`config.mk`:
```
export PLATFORM = sky130hd
export DESIGN_NAME = rational_add_multiply_reduce_unit
export DESIGN_NICKNAME = d
export VERILOG_FILES = /design/src/sv/ramr_pkg.sv /design/src/sv/ramr_norm.sv /design/src/sv/rational_add_multiply_reduce_unit.sv
export SDC_FILE = /design/constraint.sdc
export NUM_CORES = 2
export LEC_CHECK = 0
export BUFFER_PORTS_ARGS = -buffer_cell sky130_fd_sc_hd__buf_4
export CAP_MARGIN = 40
export CORE_ASPECT_RATIO = 1.5
export CORE_UTILIZATION = 66
export DETAILED_ROUTE_END_ITERATION = 7
export PLACE_DENSITY = 0.93
export REMOVE_ABC_BUFFERS = 1
export SLEW_MARGIN = 15
export SYNTH_ARGS = -nofsm -noshare
export SYNTH_HDL_FRONTEND = slang
export SYNTH_SLANG_ARGS = --single-unit
```
`constraint.sdc`:
```
create_clock -name clk -period 16.51 [get_ports clk]
set_clock_uncertainty 0.05 [all_clocks]
set_input_delay 2.4765 -clock clk [delete_from_list [all_inputs] [get_ports clk]]
set_output_delay 2.4765 -clock clk [all_outputs]
set_load 0.01 [all_outputs]
```
`src/sv/ramr_pkg.sv`:
```
// Package with widths, operation codes and shared types of the rational unit.
`default_nettype none
package ramr_pkg;
  localparam int W = 32;
  localparam int DW = 31;
  localparam logic [1:0] OP_RED = 2'd0;
  localparam logic [1:0] OP_ADD = 2'd1;
  localparam logic [1:0] OP_MUL = 2'd2;
  localparam logic [1:0] OP_CMP = 2'd3;

  typedef struct packed {
    logic [W-1:0] num;
    logic [W-1:0] den;
  } frac_t;
endpackage
`default_nettype wire

```
`src/sv/ramr_norm.sv`:
```
// Iterative fraction normaliser: sign fix, Euclidean gcd and two divisions.
`default_nettype none
module ramr_norm import ramr_pkg::*; (
  input  wire logic         clk,
  input  wire logic         rst_n,
  input  wire logic         go,
  input  wire logic [W-1:0] n_in,
  input  wire logic [W-1:0] d_in,
  output logic              done,
  output frac_t             res
);
  localparam logic [2:0] S_IDLE = 3'd0;
  localparam logic [2:0] S_GCD  = 3'd1;
  localparam logic [2:0] S_DIVN = 3'd2;
  localparam logic [2:0] S_DIVD = 3'd3;
  localparam logic [2:0] S_DONE = 3'd4;
  localparam int CW = $clog2(W + 1);

  logic [2:0] st_r, st_nxt;
  logic [W-1:0] mn_r, dd_r, x_r, y_r;
  logic [W-1:0] quo_r, rem_r, dvd_r;
  logic [CW-1:0] cnt_r;
  logic neg_r;
  // Shared restoring divider step: one quotient bit a cycle.
  logic [W:0] trial;
  logic [W-1:0] divisor;
  logic [W-1:0] dn, nn;

  always_comb begin
    st_nxt = st_r;
    unique case (st_r)
      S_IDLE: if (go) st_nxt = S_GCD;
      S_GCD:  if (y_r == '0 && cnt_r == '0) st_nxt = S_DIVN;
      S_DIVN: if (cnt_r == CW'(W)) st_nxt = S_DIVD;
      S_DIVD: if (cnt_r == CW'(W)) st_nxt = S_DONE;
      S_DONE: st_nxt = S_IDLE;
      default: st_nxt = S_IDLE;
    endcase
  end

  assign divisor = (st_r == S_GCD) ? y_r : x_r;
  assign trial = {rem_r, dvd_r[W-1]} - {1'b0, divisor};
  assign dn = (d_in == '0) ? W'(1) : d_in;
  assign nn = dn[W-1] ? (W'(0) - n_in) : n_in;

  always_ff @(posedge clk) begin
    if (!rst_n) begin
      st_r <= S_IDLE;
    end else begin
      st_r <= st_nxt;
    end
    unique case (st_r)
      S_IDLE: begin
        // Move a negative denominator's sign to the numerator.
        dd_r  <= dn[W-1] ? (W'(0) - dn) : dn;
        neg_r <= nn[W-1];
        mn_r  <= nn[W-1] ? (W'(0) - nn) : nn;
        x_r   <= nn[W-1] ? (W'(0) - nn) : nn;
        y_r   <= dn[W-1] ? (W'(0) - dn) : dn;
        cnt_r <= '0;
      end
      S_GCD: begin
        // Each remainder x mod y is one full divider pass.
        if (cnt_r == '0) begin
          if (y_r != '0) begin
            dvd_r <= x_r;
            rem_r <= '0;
            cnt_r <= CW'(1);
          end else begin
            dvd_r <= mn_r;
            rem_r <= '0;
            cnt_r <= CW'(1);
          end
        end else begin
          dvd_r <= {dvd_r[W-2:0], 1'b0};
          rem_r <= trial[W] ? {rem_r[W-2:0], dvd_r[W-1]} : trial[W-1:0];
          if (cnt_r == CW'(W)) begin
            x_r   <= y_r;
            y_r   <= trial[W] ? {rem_r[W-2:0], dvd_r[W-1]} : trial[W-1:0];
            cnt_r <= '0;
          end else begin
            cnt_r <= cnt_r + CW'(1);
          end
        end
      end
      S_DIVN, S_DIVD: begin
        quo_r <= {quo_r[W-2:0], ~trial[W]};
        if (cnt_r == CW'(W)) begin
          cnt_r <= CW'(1);
          dvd_r <= dd_r;
          rem_r <= '0;
          if (st_r == S_DIVN) begin
            mn_r <= {quo_r[W-2:0], ~trial[W]};
          end else begin
            dd_r <= {quo_r[W-2:0], ~trial[W]};
          end
        end else begin
          dvd_r <= {dvd_r[W-2:0], 1'b0};
          rem_r <= trial[W] ? {rem_r[W-2:0], dvd_r[W-1]} : trial[W-1:0];
          cnt_r <= cnt_r + CW'(1);
        end
      end
      default: begin
        cnt_r <= '0;
      end
    endcase
  end

  assign done = (st_r == S_DONE);
  assign res.num = neg_r ? (W'(0) - mn_r) : mn_r;
  assign res.den = dd_r;
endmodule
`default_nettype wire

```
`src/sv/rational_add_multiply_reduce_unit.sv`:
```
// Top level of the rational add, multiply, reduce and compare unit.
//  channel | ports                                  | handshake
//  input   | in_req_type in_a_* in_b_*              | start && !busy
//  result  | out_res_num out_res_den out_equal      | out_valid, one cycle
// Each operand and the raw result go through one shared normaliser in turn.
// A normalisation runs its Euclid steps, each a set-up step and a full
// division, followed by two divisions for numerator and denominator.
// A reduce uses one normalisation, a compare two, an add or multiply three.
// Synchronous active-low reset returns the sequencer to idle.
// The receiver cannot stall: the result is shown for one cycle.
`default_nettype none
module rational_add_multiply_reduce_unit import ramr_pkg::*; (
  input  wire logic          clk,
  input  wire logic          rst_n,
  input  wire logic          start,
  output logic               busy,
  input  wire logic [1:0]    in_req_type,
  input  wire logic [W-1:0]  in_a_num,
  input  wire logic [W-1:0]  in_a_den,
  input  wire logic [W-1:0]  in_b_num,
  input  wire logic [W-1:0]  in_b_den,
  output logic               out_valid,
  output logic [W-1:0]       out_res_num,
  output logic [DW-1:0]      out_res_den,
  output logic               out_equal
);
  localparam logic [2:0] T_IDLE = 3'd0;
  localparam logic [2:0] T_NA   = 3'd1;
  localparam logic [2:0] T_NB   = 3'd2;
  localparam logic [2:0] T_MULA = 3'd3;
  localparam logic [2:0] T_MULB = 3'd4;
  localparam logic [2:0] T_NR   = 3'd5;
  localparam logic [2:0] T_OUT  = 3'd6;
  localparam logic [2:0] T_MULC = 3'd7;

  logic [2:0] st_r;
  logic [1:0] op_r;
  logic [W-1:0] bn_r, bd_r, rn_r, rd_r, p_r;
  frac_t a_r, fr;
  logic go_r, done;
  logic [W-1:0] nsel, dsel, ma, mb;
  logic [2*W-1:0] prod;
  logic valid_r, eq_r;
  logic [W-1:0] onum_r;
  logic [DW-1:0] oden_r;

  // Single shared multiplier; products wrap to the word width.
  always_comb begin
    ma = a_r.den; mb = bd_r;
    case (st_r)
      T_MULA: begin ma = a_r.num; mb = (op_r == OP_ADD) ? bd_r : bn_r; end
      T_MULB: begin ma = a_r.den; mb = (op_r == OP_ADD) ? bn_r : bd_r; end
      default: begin ma = a_r.den; mb = bd_r; end
    endcase
  end
  assign prod = ma * mb;

  assign nsel = (st_r == T_NB) ? bn_r : rn_r;
  assign dsel = (st_r == T_NB) ? bd_r : rd_r;

  ramr_norm u_norm (
    .clk(clk), .rst_n(rst_n), .go(go_r), .n_in(nsel), .d_in(dsel),
    .done(done), .res(fr)
  );

  // Sequencer over the operand and result normalisations.
  always_ff @(posedge clk) begin
    if (!rst_n) begin
      st_r    <= T_IDLE;
      go_r    <= 1'b0;
      valid_r <= 1'b0;
    end else begin
      // Normaliser start pulses and the result strobe.
      go_r    <= (st_r == T_IDLE && start) ||
                 (st_r == T_NA && done && op_r != OP_RED) || (st_r == T_MULC);
      valid_r <= (st_r == T_OUT);
      unique case (st_r)
        T_IDLE: if (start) begin
          op_r <= in_req_type; rn_r <= in_a_num; rd_r <= in_a_den;
          bn_r <= in_b_num; bd_r <= in_b_den;
          st_r <= T_NA;
        end
        T_NA: if (done) begin
          a_r <= fr;
          if (op_r == OP_RED) begin
            rn_r <= fr.num; rd_r <= fr.den; st_r <= T_OUT;
          end else begin
            st_r <= T_NB;
          end
        end
        T_NB: if (done) begin
          bn_r <= fr.num; bd_r <= fr.den;
          if (op_r == OP_CMP) st_r <= T_OUT;
          else st_r <= T_MULA;
        end
        T_MULA: begin
          // add: a.num*b.den first; mul: a.num*b.num
          p_r <= prod[W-1:0]; st_r <= T_MULB;
        end
        T_MULB: begin
          // add: plus a.den*b.num
          if (op_r == OP_ADD) p_r <= p_r + prod[W-1:0];
          st_r <= T_MULC;
        end
        T_MULC: begin
          // Both: denominator a.den*b.den.
          rn_r <= p_r; rd_r <= prod[W-1:0]; st_r <= T_NR;
        end
        T_NR: if (done) begin
          rn_r <= fr.num; rd_r <= fr.den; st_r <= T_OUT;
        end
        T_OUT: begin
          st_r <= T_IDLE;
          if (op_r == OP_CMP) begin
            onum_r <= '0; oden_r <= '0;
            eq_r <= (a_r.num == bn_r) && (a_r.den == bd_r);
          end else begin
            onum_r <= rn_r;
            oden_r <= rd_r[W-1] ? {DW{1'b1}} : rd_r[DW-1:0];
            eq_r <= 1'b0;
          end
        end
        default: st_r <= T_IDLE;
      endcase
    end
  end

  assign busy        = (st_r != T_IDLE);
  assign out_valid   = valid_r;
  assign out_res_num = onum_r;
  assign out_res_den = oden_r;
  assign out_equal   = eq_r;
endmodule
`default_nettype wire
```
Word-level counts from Yosys, hierarchy flattened
Index checks and enable logic that the tools add are counted.
Word-level totals
  bits in registers: 528
  input port bits: 133
  output and inout bits: 66
Operators by class
  add/subtract/negate cells: 7
  multiply operators: 1
  eq/ne operators: 31
  muxes and demuxes: 65
  bitwise logic cells: 1
  reduce and logical (&&, ||, !) cells: 34
Operators with widths (count)
  $mux W32: 36
  $pmux W32 S2: 10
  $pmux W32 S4: 2
  $sub A1 B32 Y32 const A: 4
  $eq A32 B32 Y1: 2
  $logic_not A32 Y1: 2
  $sub A33 B32 Y33: 1
  $add A32 B32 Y32: 1
  $mul A32 B32 Y32: 1
  $reduce_bool A32 Y1: 1
  $mux W31: 1
  $mux W3: 10
  $pmux W3 S8: 1
  $mux W6: 3
  $ne A2 B2 Y1 const B: 9
  $reduce_and A3 Y1: 6
  $eq A3 B3 Y1 const B: 5
  $eq A3 B2 Y1 const B: 4
  $ne A2 B1 Y1 const B: 6
  $pmux W3 S4: 1
  $pmux W6 S2: 1
  $reduce_and A4 Y1: 3
  $reduce_bool A2 Y1: 6
  $add A6 B1 Y6 const B: 1
  other kinds (15): 22

Depth between registers and ports, before layout
  depth in word-level cells: 8
  depth in mapped cells: 44
  mapped depth without buffers: 38

Hierarchy
Synthesis repeated with hierarchy kept, for this count alone.
Second synthesis, totals
  cells, all modules: 4765
  area, all modules: 47510.6 µm²
By module, submodules not included
  rational_add_multiply_reduce_unit: times used 1, cells each 3108, area an instance 31500.2 µm²
  ramr_norm: times used 1, cells each 1657, area an instance 16010.4 µm²

Worst setup path after synthesis
OpenSTA, ideal clock, no wires.
  path type: reg2reg
  from: register op_r[0]
  to: register p_r[28], data pin
  arrival time: 9.873 ns
  required time: 16.201 ns
  path slack: 6.328 ns
  stages on the path, launching flop included: 41
  buffers on the path: 5
  period minus slack after synthesis: 10.182 ns
  path through: edfxtp_1 -> clkbuf_1 -> nand2b_2 -> mux2i_4 -> buf_6 -> buf_6 -> clkbuf_1 -> mux2_2 -> clkbuf_1 -> nand2_1 -> fa_1 -> inv_1 -> fa_1 -> fa_1 -> inv_1 -> fa_1 -> inv_1 -> fa_1 -> [... 5 more ...] -> ha_1 -> a211o_1 -> a2111o_1 -> o21ai_0 -> o21bai_1 -> a21oi_1 -> o21bai_1 -> a21oi_1 -> xor2_1 -> inv_1 -> ha_1 -> nand3_1 -> a2111oi_0 -> o31ai_1 -> a21boi_0 -> o21ai_0 -> and4_1 -> a211o_1
On the way
  cells in the longest elaborated chain, start to end: 7
  elaborated cells on any way between the ends: 8
RTL lines
  start: declaration: line rational_add_multiply_reduce_unit.sv:37  | logic [1:0] op_r;
  start signal: assignment: line rational_add_multiply_reduce_unit.sv:79  | op_r <= in_req_type; rn_r <= in_a_num; rd_r <= in_a_den;
  $eq A2 B1 Y1 *: line rational_add_multiply_reduce_unit.sv:51, rational_add_multiply_reduce_unit.sv:52
  $mux W32 (on tied branches): line rational_add_multiply_reduce_unit.sv:52, rational_add_multiply_reduce_unit.sv:51
  $pmux W32 S2 *: line rational_add_multiply_reduce_unit.sv:50  | case (st_r)
  $mul A32 B32 Y32 *: line rational_add_multiply_reduce_unit.sv:56  | assign prod = ma * mb;
  $add A32 B32 Y32: line rational_add_multiply_reduce_unit.sv:102  | if (op_r == OP_ADD) p_r <= p_r + prod[W-1:0];
  $mux W32: line rational_add_multiply_reduce_unit.sv:102
  $pmux W32 S2 *: line rational_add_multiply_reduce_unit.sv:77  | unique case (st_r)
  end signal: assignment: line rational_add_multiply_reduce_unit.sv:102
  end: declaration: line rational_add_multiply_reduce_unit.sv:38  | logic [W-1:0] bn_r, bd_r, rn_r, rd_r, p_r;
Every way passes the cells marked *; elsewhere a longest branch is shown, timed or not. The select of a mux whose other input is x is not followed.
A chain may end at the register's enable or synchronous reset.

Worst setup path after layout
  from: register st_r[0]
  to: register p_r[28], data pin
On the way
  cells in the longest elaborated chain, start to end: 6
  elaborated cells on any way between the ends: 8
RTL lines
  start: declaration: line rational_add_multiply_reduce_unit.sv:36  | logic [2:0] st_r;
  start signal: assignment: line rational_add_multiply_reduce_unit.sv:69  | st_r <= T_IDLE;
  start signal: assignment: line rational_add_multiply_reduce_unit.sv:81  | st_r <= T_NA;
  start signal: assignment: line rational_add_multiply_reduce_unit.sv:86  | rn_r <= fr.num; rd_r <= fr.den; st_r <= T_OUT;
  $eq A3 B3 Y1 or $eq A3 B2 Y1 (tied branches): line rational_add_multiply_reduce_unit.sv:50, rational_add_multiply_reduce_unit.sv:77
  $pmux W32 S2 or $mux W32 (tied branches): line rational_add_multiply_reduce_unit.sv:50
  $mul A32 B32 Y32: line rational_add_multiply_reduce_unit.sv:56
  $add A32 B32 Y32: line rational_add_multiply_reduce_unit.sv:102
  $mux W32: line rational_add_multiply_reduce_unit.sv:102
  $pmux W32 S2 *: line rational_add_multiply_reduce_unit.sv:77
Marked as above.

==> flow_metrics.env <==
export IMPL_status="finished clean"
export IMPL_cp_arrival_ns=12.61
export IMPL_cp_start_kind="flip-flop"
export IMPL_syn_area_per_cell_um2=9.716
export IMPL_synth_compound_area_share_pct=11.07
export IMPL_worstPathRequired_ns=16.81
export IMPL_crit_top_cell="fa_1"
export IMPL_n_antenna_cell=0
export IMPL_synth_warnings=0
export IMPL_synth_simple_area_share_pct=15.10
export IMPL_clock_sinks=528
export IMPL_via_per_inst=6.794
export IMPL_ctsHoldBuffers=0
export IMPL_grt_pass1_wl_um=253000
export IMPL_worstSetupPathType="flip-flop to flip-flop"
export IMPL_crit_buf_inv=9
export IMPL_yosysSeqAreaShare_pct=33.98
export IMPL_rrSetupSlack_ns=4.20
export IMPL_overflow=0
export IMPL_initial_core_util_pct=66.79
export IMPL_worstMarginPinSlew_ns=0.9823
export IMPL_top_usage_layer="met2"
export IMPL_place_ws_ns=4.278
export IMPL_io_pins=199
export IMPL_firstDrtPassIters=6
export IMPL_ctsRootBufferMaster="clkbuf_16"
export IMPL_synth_area_leader_cell="edfxtp_1"
export IMPL_ys_seq_elements=528
export IMPL_grt_met1_usage_pct=53.60
export IMPL_synthMuxAreaShare_pct=5.297
export IMPL_cts_resized=0
export IMPL_die_w_um=218.1
export IMPL_critical_path_top_delay_family="adder cells"
export IMPL_async_reset_ff_share_pct=0
export IMPL_grt_antenna_before_repair=5
export IMPL_synthTopCellsByCount="nand2_1, nor2_1, edfxtp_1, inv_1, fa_1"
export IMPL_ys_flop_type="edfxtp_1"
export IMPL_met3_usage_pct=11.67
export IMPL_clock_path_buffers=3
export IMPL_drtIter0Drc=5388
export IMPL_synth_cell_type_count=106
export IMPL_fp_row_count=118
export IMPL_dp_hpwl_um=132000
export IMPL_slew_violations=0
export IMPL_grt_max_degree=116
export IMPL_netlist_area_um2=46250
export IMPL_finalCritPeriodShare_pct=74.56
export IMPL_io_buffers=198
export IMPL_fmax_mhz=81.24
export IMPL_slowest_delay_ns=0.78
export IMPL_vias=39720
export IMPL_drive_above_1_share_pct=10.33
export IMPL_die_area_um2=71160
export IMPL_rsz0062_at_grt="false"
export IMPL_cp_slowest_cell="dfxtp_2"
export IMPL_synth_edf_count=514
export IMPL_drc=0
export IMPL_finalNetCount=5647
export IMPL_gp_congestion=1.092
export IMPL_die_height_um=326.2
export IMPL_cts_tree="done"
export IMPL_synth_top_family_by_area="adder cells"
export IMPL_tns_ns=0
export IMPL_path_max_fanout=46
export IMPL_htree_levels=2
export IMPL_drt_wl_total_um=172900
export IMPL_min_path_type="flip-flop to flip-flop"
export IMPL_postRouteAntennaNets=0
export IMPL_slew_headroom_pct=33.82
export IMPL_yosysMostFrequentCell="nand2_1"
export IMPL_clock_latency_ns=0.60
export IMPL_period_minus_slack_ns=12.31
export IMPL_yosys_area_share_xor_xnor_pct=5.746
export IMPL_cts_setup_buffers=0
export IMPL_met2_usage_pct=79.13
export IMPL_wl_per_cell_um=29.57
export IMPL_grt_pass1_vias=40680
export IMPL_fill_cells=4927
export IMPL_final_hold_viol_count=0
export IMPL_netlist_area_leader_share_pct=33.37
export IMPL_cts_buffers_inserted=46
export IMPL_worst_setup_path_end_kind="flip-flop"
export IMPL_setup_viol=0
export IMPL_fp_coreArea_um2=69240
export IMPL_syn_to_final_growth_pct=9.472
export IMPL_path_clk_slew_ns=0.07
export IMPL_grt_usage_pct=49.26
export IMPL_synthCells=4760
export IMPL_synth_fa_ha_area_share_pct=23.00
export IMPL_synth_area_leaders="edfxtp_1, fa_1, nand2_1"
export IMPL_cap_viol_max_count=0
export IMPL_worst_slack_ns=4.201
==> worst register-to-register path, delay by kind of cell, from the launching register on <==
family	cells	cell delay [ns]
flip-flops	1	0.78
multiplexers	2	0.76
AND/OR/NAND/NOR	4	0.77
AO/OA/AOI/OAI	12	3.21
XOR/XNOR	1	0.34
buffers and inverters	9	1.48
adder cells (fa/ha/maj)	10	4.67
==> cell usage in the layout, fill, tap and decap left out, types with 175 or more instances in the layout <==
master,count
edfxtp_1,514
nor2_1,583
ha_1,194
fa_1,410
xnor2_1,191
nand2_1,696
mux2i_1,175
inv_1,459
a21oi_1,225
buf_4,294
==> registers in the layout (all words and copies together) (netlist names), 2 cells and up <==
signal / flops
rn_r: 32
op_r: 2
p_r: 32
u_norm.quo_r: 31
bn_r: 32
bd_r: 32
u_norm.dvd_r: 32
u_norm.rem_r: 32
rd_r: 32
u_norm.mn_r: 32
out_res_num: 32
u_norm.x_r: 32
u_norm.cnt_r: 6
st_r: 3
u_norm.st_r: 3
out_res_den: 31
u_norm.y_r: 32
u_norm.dd_r: 32
a_r: 64
==> layout make-up <==
class	count	area [um^2]	area share, %
Multi-Input combinational cell	3554	28000	55.31
Sequential cell	528	15720	31.05
Timing Repair Buffer	317	2534	5.005
Inverter	463	1738	3.433
Clock buffer	59	1251	2.471
Tap cell	900	1126	2.224
Clock inverter	25	259.0	0.5116
==> stage by stage <==
stage | instances | cell area (um^2) | hold slack (ns) | util (%)
floorplan | 4545 | 45300 | 0.3762 | -
global placement | 5737 | 48790 | 0.3928 | 70.46
detailed placement | 5752 | 48960 | 0.4050 | 70.71
CTS | 5836 | 50470 | 0.4256 | 72.89
global route | 5846 | 50630 | 0.4404 | 73.11
finish | 5846 | 50630 | 0.4369 | 73.11
==> kinds of logic (layout without fill, tap and decap cells) <==
family,after synthesis,in the layout
and+or+nand+nor,1616,1616
AOI/OAI and AO/OA,806,806
buffers and inverters,678,864
adders and majority gates,604,604
DFF,528,528
xor gates and xnor gates,293,293
muxes,235,235
==> metal layers <==
| metal | share of wire, % | wire, um |
|---|---|---|
| met3 | 11 | 19860 |
| met2 | 46 | 80390 |
| met1 | 31 | 52780 |
| met4 | 11 | 19830 |
| met5 | 0.023 | 40 |
==> worst paths after layout <==
| kind | from | endpoint | cells after the start |
|---|---|---|---|
| max | st_r[0]$_SDFFE_PN0P_ | p_r[28]$_DFFE_PP_ | 38 |
| min | u_norm.quo_r[23]$_DFFE_PN_ | u_norm.quo_r[24]$_DFFE_PN_ | 0 |
| max reg2reg | st_r[0]$_SDFFE_PN0P_ | p_r[28]$_DFFE_PP_ | 38 |
| min reg2reg | u_norm.quo_r[23]$_DFFE_PN_ | u_norm.quo_r[24]$_DFFE_PN_ | 0 |
Power is not shown: default switching activity piles up to over one toggle a cycle in this logic, so the estimate is an artifact.
